## src/hdl/tsf_pkg.sv

```systemverilog
// shared constants, types and event formats of the touch sample filter
package tsf_pkg;

  localparam int SAMPLE_W   = 12;
  localparam int SAMPLE_MAX = 4095;
  localparam int POS_W      = 16;
  localparam int GAIN_FRAC  = 14;
  localparam int JITTER_W   = 12;
  localparam int CFG_IDX_W  = 3;

  localparam int SAMPLES_PER_GROUP = 5;
  localparam int TRIM_EACH_END     = 1;
  // trim limited so at least one value survives
  localparam int TRIM = (2 * TRIM_EACH_END >= SAMPLES_PER_GROUP) ?
                        (SAMPLES_PER_GROUP - 1) / 2 : TRIM_EACH_END;
  localparam int KEPT  = SAMPLES_PER_GROUP - 2 * TRIM;
  localparam int IDX_W = $clog2(SAMPLES_PER_GROUP);
  localparam int SUM_W = $clog2(KEPT * SAMPLE_MAX + 1);

  // exact floor division by KEPT as multiply by rounded-up reciprocal
  localparam int DIV_L   = $clog2(KEPT);
  localparam int DIV_SH  = SUM_W + DIV_L;
  localparam int DIV_M   = ((1 << DIV_SH) + KEPT - 1) / KEPT;
  localparam int DIV_M_W = DIV_SH + 1;

  localparam int PROD_W = POS_W + SAMPLE_W + 1;

  localparam int QUEUE_DEPTH = 4;
  localparam int QPTR_W      = $clog2(QUEUE_DEPTH);

  typedef enum logic [1:0] {
    GRP_X1,
    GRP_Y1,
    GRP_X2,
    GRP_Y2
  } grp_e;

  typedef enum logic [CFG_IDX_W-1:0] {
    REG_RAW_MODE,
    REG_SWAP_AXES,
    REG_X_GAIN,
    REG_Y_GAIN,
    REG_X_OFFSET,
    REG_Y_OFFSET,
    REG_JITTER_LIMIT
  } cfg_reg_e;

  typedef struct packed {
    logic             pen_up;
    grp_e             grp;
    logic [SUM_W-1:0] sum;
  } evt_t;

  typedef struct packed {
    logic                    raw_mode;
    logic                    swap_axes;
    logic signed [POS_W-1:0] x_gain;
    logic signed [POS_W-1:0] y_gain;
    logic signed [POS_W-1:0] x_offset;
    logic signed [POS_W-1:0] y_offset;
    logic [JITTER_W-1:0]     jitter_limit;
  } cfg_t;

endpackage

```

## src/hdl/touch_sample_filter_unit.sv

```systemverilog
// top level of the touch sample filter: stream ports, configuration registers, front and back
//
// Takes one item per cycle on the slave stream: a converter sample (tuser 1) or a pen-up tick
// (tuser 0). Each sample is inserted into a sorted group in the cycle it arrives; the group sum
// of the kept middle values, or a pen-up event, enters a four-entry queue. The back end then
// handles one event per cycle through four register stages (average, jitter check and flags,
// gain multiply, rounding with offset); m_axis_tvalid rises once the item ending a scan or
// a pen-up tick has passed through the queue and these stages, and results sustain one per
// cycle while the master side takes them. The back end halts as a whole while a result waits;
// the queue then fills and tready drops when it is full. Configuration is written through
// cfg_we_i/cfg_idx_i/cfg_data_i and should change only while no item is in flight.
module touch_sample_filter_unit (
  input  logic        clk_i,
  input  logic        rst_ni,
  input  logic        s_axis_tvalid,
  output logic        s_axis_tready,
  input  logic [15:0] s_axis_tdata,   // [11:0] sample
  input  logic        s_axis_tuser,   // [0] kind
  output logic        m_axis_tvalid,
  input  logic        m_axis_tready,
  output logic [39:0] m_axis_tdata,   // [15:0] pos_x, [31:16] pos_y, [32] pressed,
                                      // [33] caught, [34] accepted
  input  logic        cfg_we_i,
  input  logic [tsf_pkg::CFG_IDX_W-1:0] cfg_idx_i,
  input  logic [15:0] cfg_data_i
);

  tsf_pkg::cfg_t cfg_q;
  tsf_pkg::evt_t push_evt, pop_evt;
  logic          accept, push, full, pop, evt_valid;
  logic [tsf_pkg::POS_W-1:0] pos_x, pos_y;
  logic          pressed, caught, accepted;

  always_ff @(posedge clk_i or negedge rst_ni) begin
    if (!rst_ni) begin
      cfg_q.raw_mode     <= 1'b0;
      cfg_q.swap_axes    <= 1'b0;
      cfg_q.x_gain       <= 16'sd16384;
      cfg_q.y_gain       <= 16'sd16384;
      cfg_q.x_offset     <= '0;
      cfg_q.y_offset     <= '0;
      cfg_q.jitter_limit <= 12'd200;
    end else if (cfg_we_i) begin
      case (tsf_pkg::cfg_reg_e'(cfg_idx_i))
        tsf_pkg::REG_RAW_MODE:     cfg_q.raw_mode     <= cfg_data_i[0];
        tsf_pkg::REG_SWAP_AXES:    cfg_q.swap_axes    <= cfg_data_i[0];
        tsf_pkg::REG_X_GAIN:       cfg_q.x_gain       <= cfg_data_i;
        tsf_pkg::REG_Y_GAIN:       cfg_q.y_gain       <= cfg_data_i;
        tsf_pkg::REG_X_OFFSET:     cfg_q.x_offset     <= cfg_data_i;
        tsf_pkg::REG_Y_OFFSET:     cfg_q.y_offset     <= cfg_data_i;
        tsf_pkg::REG_JITTER_LIMIT: cfg_q.jitter_limit <= cfg_data_i[tsf_pkg::JITTER_W-1:0];
        default:                   cfg_q              <= cfg_q;
      endcase
    end
  end

  assign s_axis_tready = !full;
  assign accept        = s_axis_tvalid && s_axis_tready;

  tsf_front u_front (
    .clk_i    (clk_i),
    .rst_ni   (rst_ni),
    .accept_i (accept),
    .kind_i   (s_axis_tuser),
    .sample_i (s_axis_tdata[tsf_pkg::SAMPLE_W-1:0]),
    .push_o   (push),
    .evt_o    (push_evt)
  );

  tsf_queue u_queue (
    .clk_i   (clk_i),
    .rst_ni  (rst_ni),
    .push_i  (push),
    .wdata_i (push_evt),
    .full_o  (full),
    .pop_i   (pop),
    .valid_o (evt_valid),
    .rdata_o (pop_evt)
  );

  tsf_back u_back (
    .clk_i       (clk_i),
    .rst_ni      (rst_ni),
    .cfg_i       (cfg_q),
    .evt_valid_i (evt_valid),
    .evt_i       (pop_evt),
    .pop_o       (pop),
    .out_valid_o (m_axis_tvalid),
    .out_ready_i (m_axis_tready),
    .pos_x_o     (pos_x),
    .pos_y_o     (pos_y),
    .pressed_o   (pressed),
    .caught_o    (caught),
    .accepted_o  (accepted)
  );

  assign m_axis_tdata = {5'b0, accepted, caught, pressed, pos_y, pos_x};

endmodule

```

## src/hdl/tsf_front.sv

```systemverilog
// front end: sorted insertion of samples and group sum of the kept middle values
module tsf_front (
  input  logic                             clk_i,
  input  logic                             rst_ni,
  input  logic                             accept_i,
  input  logic                             kind_i,
  input  logic [tsf_pkg::SAMPLE_W-1:0]     sample_i,
  output logic                             push_o,
  output tsf_pkg::evt_t                    evt_o
);

  logic [tsf_pkg::SAMPLE_W-1:0] srt_q [tsf_pkg::SAMPLES_PER_GROUP];
  logic [tsf_pkg::SAMPLE_W-1:0] ins   [tsf_pkg::SAMPLES_PER_GROUP];
  logic [tsf_pkg::SAMPLES_PER_GROUP-1:0] lt;
  logic [tsf_pkg::IDX_W-1:0] idx_q, idx_d;
  tsf_pkg::grp_e             grp_q, grp_d;
  logic [tsf_pkg::SUM_W-1:0] sum;
  logic                      group_end;

  assign group_end = (idx_q == tsf_pkg::IDX_W'(tsf_pkg::SAMPLES_PER_GROUP - 1));

  always_comb begin
    for (int i = 0; i < tsf_pkg::SAMPLES_PER_GROUP; i++) begin
      lt[i] = (tsf_pkg::IDX_W'(i) < idx_q) && (srt_q[i] <= sample_i);
    end
    // entries below the insertion point stay, the rest move up one place
    ins[0] = lt[0] ? srt_q[0] : sample_i;
    for (int i = 1; i < tsf_pkg::SAMPLES_PER_GROUP; i++) begin
      ins[i] = lt[i] ? srt_q[i] : (lt[i-1] ? sample_i : srt_q[i-1]);
    end
    sum = '0;
    for (int i = tsf_pkg::TRIM; i < tsf_pkg::SAMPLES_PER_GROUP - tsf_pkg::TRIM; i++) begin
      sum = sum + tsf_pkg::SUM_W'(ins[i]);
    end
  end

  always_comb begin
    idx_d = idx_q;
    grp_d = grp_q;
    if (accept_i) begin
      if (!kind_i) begin
        idx_d = '0;
        grp_d = tsf_pkg::GRP_X1;
      end else if (group_end) begin
        idx_d = '0;
        grp_d = tsf_pkg::grp_e'(grp_q + 2'd1);
      end else begin
        idx_d = idx_q + tsf_pkg::IDX_W'(1);
      end
    end
  end

  always_ff @(posedge clk_i or negedge rst_ni) begin
    if (!rst_ni) begin
      idx_q <= '0;
      grp_q <= tsf_pkg::GRP_X1;
    end else begin
      idx_q <= idx_d;
      grp_q <= grp_d;
    end
  end

  always_ff @(posedge clk_i) begin
    if (accept_i && kind_i) begin
      for (int i = 0; i < tsf_pkg::SAMPLES_PER_GROUP; i++) begin
        srt_q[i] <= ins[i];
      end
    end
  end

  assign push_o     = accept_i && (!kind_i || group_end);
  assign evt_o.pen_up = !kind_i;
  assign evt_o.grp    = grp_q;
  assign evt_o.sum    = sum;

endmodule

```

## src/hdl/tsf_queue.sv

```systemverilog
// short event queue between front end and back end
module tsf_queue (
  input  logic          clk_i,
  input  logic          rst_ni,
  input  logic          push_i,
  input  tsf_pkg::evt_t wdata_i,
  output logic          full_o,
  input  logic          pop_i,
  output logic          valid_o,
  output tsf_pkg::evt_t rdata_o
);

  tsf_pkg::evt_t mem_q [tsf_pkg::QUEUE_DEPTH];
  logic [tsf_pkg::QPTR_W-1:0] wr_q, rd_q;
  logic [tsf_pkg::QPTR_W:0]   cnt_q;
  logic                       do_push, do_pop;

  assign full_o  = (cnt_q == (tsf_pkg::QPTR_W+1)'(tsf_pkg::QUEUE_DEPTH));
  assign valid_o = (cnt_q != '0);
  assign do_push = push_i && !full_o;
  assign do_pop  = pop_i && valid_o;
  assign rdata_o = mem_q[rd_q];

  always_ff @(posedge clk_i or negedge rst_ni) begin
    if (!rst_ni) begin
      wr_q  <= '0;
      rd_q  <= '0;
      cnt_q <= '0;
    end else begin
      if (do_push) wr_q <= wr_q + tsf_pkg::QPTR_W'(1);
      if (do_pop)  rd_q <= rd_q + tsf_pkg::QPTR_W'(1);
      case ({do_push, do_pop})
        2'b10:   cnt_q <= cnt_q + (tsf_pkg::QPTR_W+1)'(1);
        2'b01:   cnt_q <= cnt_q - (tsf_pkg::QPTR_W+1)'(1);
        default: cnt_q <= cnt_q;
      endcase
    end
  end

  always_ff @(posedge clk_i) begin
    if (do_push) mem_q[wr_q] <= wdata_i;
  end

endmodule

```

## src/hdl/tsf_back.sv

```systemverilog
// back end: group average, jitter check, flags, calibration and result register
module tsf_back (
  input  logic                         clk_i,
  input  logic                         rst_ni,
  input  tsf_pkg::cfg_t                cfg_i,
  input  logic                         evt_valid_i,
  input  tsf_pkg::evt_t                evt_i,
  output logic                         pop_o,
  output logic                         out_valid_o,
  input  logic                         out_ready_i,
  output logic [tsf_pkg::POS_W-1:0]    pos_x_o,
  output logic [tsf_pkg::POS_W-1:0]    pos_y_o,
  output logic                         pressed_o,
  output logic                         caught_o,
  output logic                         accepted_o
);

  localparam int SW = tsf_pkg::SAMPLE_W;
  localparam int PW = tsf_pkg::POS_W;

  logic adv;

  // stage a: average
  logic                        a_valid_q;
  logic                        a_pen_up_q;
  tsf_pkg::grp_e               a_grp_q;
  logic [SW-1:0]               a_avg_q;
  logic [tsf_pkg::SUM_W+tsf_pkg::DIV_M_W-1:0] quot_full;

  // stage b: pair store, jitter check, flags
  logic [SW-1:0] x1_q, y1_q, x2_q;
  logic          pressed_q, pressed_d, caught_q, caught_d;
  logic          b_valid_q, b_valid_d, b_acc_q, b_acc_d;
  logic          b_pressed_q, b_caught_q;
  logic [SW-1:0] b_ra_q, b_ra_d, b_rb_q, b_rb_d;
  logic [SW-1:0] dx, dy, rx, ry;
  logic [SW:0]   sx, sy;
  logic          jit_bad;

  // stage c: products
  logic                                c_valid_q, c_acc_q, c_pressed_q, c_caught_q;
  logic [SW-1:0]                       c_ra_q, c_rb_q;
  logic signed [tsf_pkg::PROD_W-1:0]   c_px_q, c_py_q;

  // output stage
  logic [PW-1:0] held_x_q, held_y_q, new_x, new_y;
  logic [PW-1:0] out_x_q, out_y_q;
  logic          out_valid_q, out_pressed_q, out_caught_q, out_acc_q;
  logic signed [PW-1:0] qx, qy;
  logic          corr_x, corr_y;

  assign adv   = !out_valid_q || out_ready_i;
  assign pop_o = adv && evt_valid_i;

  assign quot_full = evt_i.sum * tsf_pkg::DIV_M_W'(tsf_pkg::DIV_M);

  always_ff @(posedge clk_i or negedge rst_ni) begin
    if (!rst_ni) begin
      a_valid_q <= 1'b0;
    end else if (adv) begin
      a_valid_q <= evt_valid_i;
    end
  end

  always_ff @(posedge clk_i) begin
    if (adv) begin
      a_pen_up_q <= evt_i.pen_up;
      a_grp_q    <= evt_i.grp;
      a_avg_q    <= quot_full[tsf_pkg::DIV_SH +: SW];
    end
  end

  assign dx = (x1_q > x2_q) ? x1_q - x2_q : x2_q - x1_q;
  assign dy = (y1_q > a_avg_q) ? y1_q - a_avg_q : a_avg_q - y1_q;
  assign jit_bad = (dx > cfg_i.jitter_limit) || (dy > cfg_i.jitter_limit);
  assign sx = {1'b0, x1_q} + {1'b0, x2_q};
  assign sy = {1'b0, y1_q} + {1'b0, a_avg_q};
  assign rx = sx[SW:1];
  assign ry = sy[SW:1];

  always_comb begin
    pressed_d = pressed_q;
    caught_d  = caught_q;
    b_valid_d = 1'b0;
    b_acc_d   = 1'b0;
    b_ra_d    = rx;
    b_rb_d    = ry;
    if (!cfg_i.raw_mode && cfg_i.swap_axes) begin
      b_ra_d = ry;
      b_rb_d = rx;
    end
    if (a_valid_q) begin
      if (a_pen_up_q) begin
        // a press survives one pen-up tick as caught
        if (!pressed_q) caught_d = 1'b0;
        pressed_d = 1'b0;
        b_valid_d = 1'b1;
      end else if (a_grp_q == tsf_pkg::GRP_Y2) begin
        b_valid_d = 1'b1;
        if (jit_bad) begin
          pressed_d = 1'b0;
          caught_d  = 1'b0;
        end else begin
          pressed_d = 1'b1;
          caught_d  = 1'b1;
          b_acc_d   = 1'b1;
        end
      end
    end
  end

  always_ff @(posedge clk_i or negedge rst_ni) begin
    if (!rst_ni) begin
      x1_q      <= '0;
      y1_q      <= '0;
      x2_q      <= '0;
      pressed_q <= 1'b0;
      caught_q  <= 1'b0;
      b_valid_q <= 1'b0;
    end else if (adv) begin
      pressed_q <= pressed_d;
      caught_q  <= caught_d;
      b_valid_q <= b_valid_d;
      if (a_valid_q && !a_pen_up_q) begin
        case (a_grp_q)
          tsf_pkg::GRP_X1: x1_q <= a_avg_q;
          tsf_pkg::GRP_Y1: y1_q <= a_avg_q;
          tsf_pkg::GRP_X2: x2_q <= a_avg_q;
          default:         x1_q <= x1_q;
        endcase
      end
    end
  end

  always_ff @(posedge clk_i) begin
    if (adv) begin
      b_acc_q     <= b_acc_d;
      b_pressed_q <= pressed_d;
      b_caught_q  <= caught_d;
      b_ra_q      <= b_ra_d;
      b_rb_q      <= b_rb_d;
    end
  end

  always_ff @(posedge clk_i or negedge rst_ni) begin
    if (!rst_ni) begin
      c_valid_q <= 1'b0;
    end else if (adv) begin
      c_valid_q <= b_valid_q;
    end
  end

  always_ff @(posedge clk_i) begin
    if (adv) begin
      c_acc_q     <= b_acc_q;
      c_pressed_q <= b_pressed_q;
      c_caught_q  <= b_caught_q;
      c_ra_q      <= b_ra_q;
      c_rb_q      <= b_rb_q;
      c_px_q      <= cfg_i.x_gain * $signed({1'b0, b_ra_q});
      c_py_q      <= cfg_i.y_gain * $signed({1'b0, b_rb_q});
    end
  end

  // floor shift plus one for negative products with a fraction: truncation toward zero
  assign qx     = PW'(c_px_q >>> tsf_pkg::GAIN_FRAC);
  assign qy     = PW'(c_py_q >>> tsf_pkg::GAIN_FRAC);
  assign corr_x = c_px_q[tsf_pkg::PROD_W-1] && (|c_px_q[tsf_pkg::GAIN_FRAC-1:0]);
  assign corr_y = c_py_q[tsf_pkg::PROD_W-1] && (|c_py_q[tsf_pkg::GAIN_FRAC-1:0]);

  always_comb begin
    if (cfg_i.raw_mode) begin
      new_x = PW'(c_ra_q);
      new_y = PW'(c_rb_q);
    end else begin
      new_x = qx + PW'(corr_x) + cfg_i.x_offset;
      new_y = qy + PW'(corr_y) + cfg_i.y_offset;
    end
  end

  always_ff @(posedge clk_i or negedge rst_ni) begin
    if (!rst_ni) begin
      held_x_q    <= '0;
      held_y_q    <= '0;
      out_valid_q <= 1'b0;
    end else if (adv) begin
      out_valid_q <= c_valid_q;
      if (c_valid_q && c_acc_q) begin
        held_x_q <= new_x;
        held_y_q <= new_y;
      end
    end
  end

  always_ff @(posedge clk_i) begin
    if (adv) begin
      out_x_q       <= c_acc_q ? new_x : held_x_q;
      out_y_q       <= c_acc_q ? new_y : held_y_q;
      out_pressed_q <= c_pressed_q;
      out_caught_q  <= c_caught_q;
      out_acc_q     <= c_acc_q;
    end
  end

  assign out_valid_o = out_valid_q;
  assign pos_x_o     = out_x_q;
  assign pos_y_o     = out_y_q;
  assign pressed_o   = out_pressed_q;
  assign caught_o    = out_caught_q;
  assign accepted_o  = out_acc_q;

endmodule
```

## config.mk

```make
export PLATFORM = sky130hd
export DESIGN_NAME = touch_sample_filter_unit
export DESIGN_NICKNAME = d
export VERILOG_FILES = /design/src/hdl/tsf_pkg.sv /design/src/hdl/touch_sample_filter_unit.sv /design/src/hdl/tsf_front.sv /design/src/hdl/tsf_queue.sv /design/src/hdl/tsf_back.sv
export SDC_FILE = /design/constraint.sdc
export NUM_CORES = 2
export LEC_CHECK = 0
export ABC_AREA = 1
export BUFFER_PORTS_ARGS = -buffer_cell sky130_fd_sc_hd__buf_2
export CORE_MARGIN = 2
export CORE_UTILIZATION = 55
export CTS_CLUSTER_SIZE = 28
export DETAILED_ROUTE_END_ITERATION = 10
export PLACE_DENSITY = 0.7
export SYNTH_ARGS = -nofsm -noshare
export SYNTH_HDL_FRONTEND = slang
export SYNTH_SLANG_ARGS = --single-unit
```

## constraint.sdc

```tcl
create_clock -name clk_i -period 15.4 [get_ports clk_i]
set_clock_uncertainty 0.05 [all_clocks]
set_input_delay 1.54 -clock clk_i [delete_from_list [all_inputs] [get_ports clk_i]]
set_output_delay 1.54 -clock clk_i [all_outputs]
set_load 0.02 [all_outputs]
```

==> results.md <==
- Synthesis inferred 442 register bits.
- The tool flagged a number of max-cap violations equal to 0.
- For this block, the initial DRC count from the detailed router was 2169.
- Of all flip-flops after synthesis, the portion carrying an async set or reset was 37.1%.
- After clock tree synthesis, the flow added hold-fix buffers numbering 0.
- In the final timing run, aggregate negative setup slack is 0 ns.
- The distinct cell type count after synthesis is 62.
- In this run the worst path has a maximum fanout of 38.
- The remaining max-slew budget at the tightest pin is 21.9%.
- The master cell of the clock root buffer is sky130_fd_sc_hd__clkbuf_16.
- The sum of buffers and inverters on the critical path is 4.
- The total vias in the final route is 31.1k.
- The residual DRC count is 0.
- The boundary pin count is 83.
- Global routing consumed, over all layers together, 25.2% of the routing resources.
- The clock passes through at most 3 buffers.
- Measured along the x axis, the die boundary spans 281 µm.
- The final layout contains 5709 nets.
- Setup repair after global routing left no endpoint under its margin.
- The total overflow reported by the global router is 0.
- The post-synth design cell area is 42200 µm².
- The clock net in this run drives a total of 442 sinks.
- The die covers 79000 µm².
- After synthesis, the cell types taking the most area are sky130_fd_sc_hd__fa_1, sky130_fd_sc_hd__edfxtp_1, sky130_fd_sc_hd__ha_1, sky130_fd_sc_hd__dfrtp_1, sky130_fd_sc_hd__nand2_1.
- The number of port buffers is 73.
- After clock tree synthesis, the clock-pin slew on the worst setup and hold paths is 0.06 ns.
- The mean area per synthesized cell is 8.71 µm².
- The congestion estimate from routability-driven global placement came to 0.939.
- sky130_fd_sc_hd__fa_1 takes more of the synthesized area than any other cell.
- The most frequent cell on the critical path is sky130_fd_sc_hd__nand2_1.
- Setup violations remaining at the end of the flow were counted as 0.
- Counting tap cells, the placed design contains a total of 5800 instances.
- The final count of pins violating max slew was 0.
- The signal on the critical path passes through buf_4 -> inv_1 -> nand2_1 -> a32oi_1 -> ha_1 -> ha_1 -> fa_1 -> inv_1 -> fa_1 -> inv_1 -> fa_1 -> fa_1 -> ha_1 -> a21oi_1 -> o21ai_0 -> o21bai_1 -> a221oi_1 -> o21ai_1 -> nand2_1 -> nand2_1 -> nand2_1 -> nand2_1.
- Dividing the detail-routed wire length by the instance count gives 16.3 µm.
- The sequential share of the synthesized area is 29.5%.
- The number of flops mapped to enable cells by yosys is 278.
- The number of post-CTS setup repair buffers is 0.
- The commonest cells after synthesis are sky130_fd_sc_hd__nand2_1, sky130_fd_sc_hd__inv_1, sky130_fd_sc_hd__fa_1.
- The data required time at the worst endpoint is 15.68 ns.
- STA classifies the critical path startpoint as a flop.
- The flow ran to the end, and the final reports show no timing, DRC or antenna violations.
- The shortest clock period the worst path allows after layout is 6.79 ns.
- The worst setup path is captured at a flop.
- The clock tree from TritonCTS is yes.
- The number of filler cells placed in the layout is 6641.
- The wire length of the first global-routing pass is 159 mm.
- The class of the worst hold path is flop to flop.
- The master of the slowest instance on the critical path is sky130_fd_sc_hd__inv_1.
- Dividing the final minimum period by the clock period gives 44.1%.
- The final-report hold violation count is 0.
- At the pin with the least slew margin, the transition time is 1.17 ns.
- Detailed placement finished with a half-perimeter wire length of 74.4 mm.
- The prevailing post-synth register cell is sky130_fd_sc_hd__edfxtp_1.
- Summing all multi-input logic gate instances after layout gives 25100 µm².
- The floorplan has 101 rows.
- The startpoint-to-endpoint class of the critical path is flop to flop.
- For this run, the number of Yosys warnings is 0.
- The count of mapped cells out of synthesis is 4842.
- The clock latency at the later pin of the worst-skew pair is 0.62 ns.
- The final routed wirelength across all metal layers is 96.1 mm.
- The most frequently used cell type in the post-synthesis netlist is sky130_fd_sc_hd__nand2_1.
- The clock buffer count from CTS is 47.
- Entering global routing, the biggest net connects 96 pins.
- From bottom edge to top edge, the die measures 281 µm.
- Data on the critical path arrives at its endpoint at 7.07 ns.
- The upper clock frequency limit is 147 MHz.
- The core region is 75900 µm².
- After detailed routing, the number of vias per cell comes to 5.27.
- The first TritonRoute pass finished after 6 iterations.
- The cell family contributing the most delay on the critical path is adder cells.
- Once the clock tree was built, the resizer swapped 0 gates to a different size.
- The via count of the first global-routing pass was 31.2k.
- The initial antenna violation count is 3.
- 0 antenna diodes ended up in the layout.
- In this run the number of H-tree levels came out at 2.
- The cell area after placement is 43300 µm².
- The share of Yosys cell area claimed by the top area cell type is 20.2%.
- Registers take 12500 µm².
- The count of non-filler cells in the finished layout is 5888.
- The relative area change from synthesis to final layout is 6.51%.
- The initial cell density of the core is 55.6%.
- The final hold slack is 0.372 ns.
- The finished cells cover 44900 µm².
- Of the cells placed in the final design, the portion with a size suffix greater than 1 is 4.90%.
- The detail route stage leaves a number of antenna-violating nets equal to 0.
- The stage delay of the slowest cell on the critical path is 0.79 ns.
==> metrics by stage <==
stage	utilization, %	setup WS (ns)
detailed placement	57.0	8.67
global placement	57.0	8.75
CTS	59.2	8.60
floorplan	-	7.40
finish	59.2	8.61
global route	59.2	8.19
==> layer usage <==
layer | global-route usage [%] | vias to the layer above | share of wire [%] | routed length, µm
met3 | 3.40 | 193 | 5.6 | 5340
met1 | 34.0 | 14900 | 44 | 42500
li1 | - | 15100 | - | -
met4 | 8.57 | 2 | 3.4 | 3230
met5 | 0 | - | 0.020 | 19
met2 | 42.0 | 842 | 47 | 45000
==> worst paths after layout <==
| kind | startpoint | to | slack, ns | cells after the start |
|---|---|---|---|---|
| hold reg to reg | u_back.c_pressed_q | u_back.pressed_o | 0.37 | 0 |
| setup reg to reg | u_queue.rd_q[0] | u_back.a_avg_q[11] | 8.61 | 22 |
| setup / recovery | u_queue.rd_q[0] | u_back.a_avg_q[11] | 8.61 | 22 |
| hold / removal | u_back.c_pressed_q | u_back.pressed_o | 0.37 | 0 |
| min in group asynchronous | rst_ni | u_back.held_x_q[2] | 0.84 | 1 |
| max in group asynchronous | rst_ni | u_back.x2_q[10] | 13.24 | 2 |
==> final cells by class <==
cell class                      count  area share (%)
Tap cell                         1030            2.87
Timing Repair Buffer               90            1.11
Multi-Input combinational cell   3185            55.8
Sequential cell                   442            27.7
Inverter                         1053            8.82
Clock buffer                       57            2.79
Clock inverter                     31           0.857
==> cell families after synthesis <==
group	after synthesis	synth area share [%]
AND/OR/NAND/NOR	1450	14.0
buffers and inverters	1219	11.1
adder cells (fa/ha/maj)	849	32.7
AO/OA/AOI/OAI	740	9.73
flip-flops	442	29.5
XOR/XNOR	139	2.92
multiplexers	2	0.0474
other	1	0.00889
==> sequential cells by signal (all words and copies together) (netlist names), 16 cells and up <==
register         cells
u_back.pos_x_o      16
u_back.pos_y_o      16
u_front.srt_q       48
cfg_q               78
u_back.c_py_q       29
u_back.c_px_q       29
u_back.held_y_q     16
u_queue.mem_q       68
u_back.held_x_q     16
==> layout by cell type (no fill, tap or decap), drive strengths merged, types with 6 or more instances in the layout <==
cell	instances
o2111ai	7
ha	424
o221ai	7
o21a	11
o211ai	7
clkinv	15
a21oi	229
o21ai	364
a211oi	9
nand3	98
a221oi	9
fa	425
a31oi	25
a21o	12
clkbuf	57
nor4	13
nand2	1078
bufinv	6
o21bai	19
o31ai	6
nand4	31
xor2	108
dfrtp	159
a21boi	7
inv	1058
or2	10
buf	90
nor3	25
o22ai	15
a32oi	7
edfxtp	278
nor2	189
xnor2	31
Power is not shown: default switching activity piles up to over one toggle a cycle in this logic, so the estimate is an artifact.
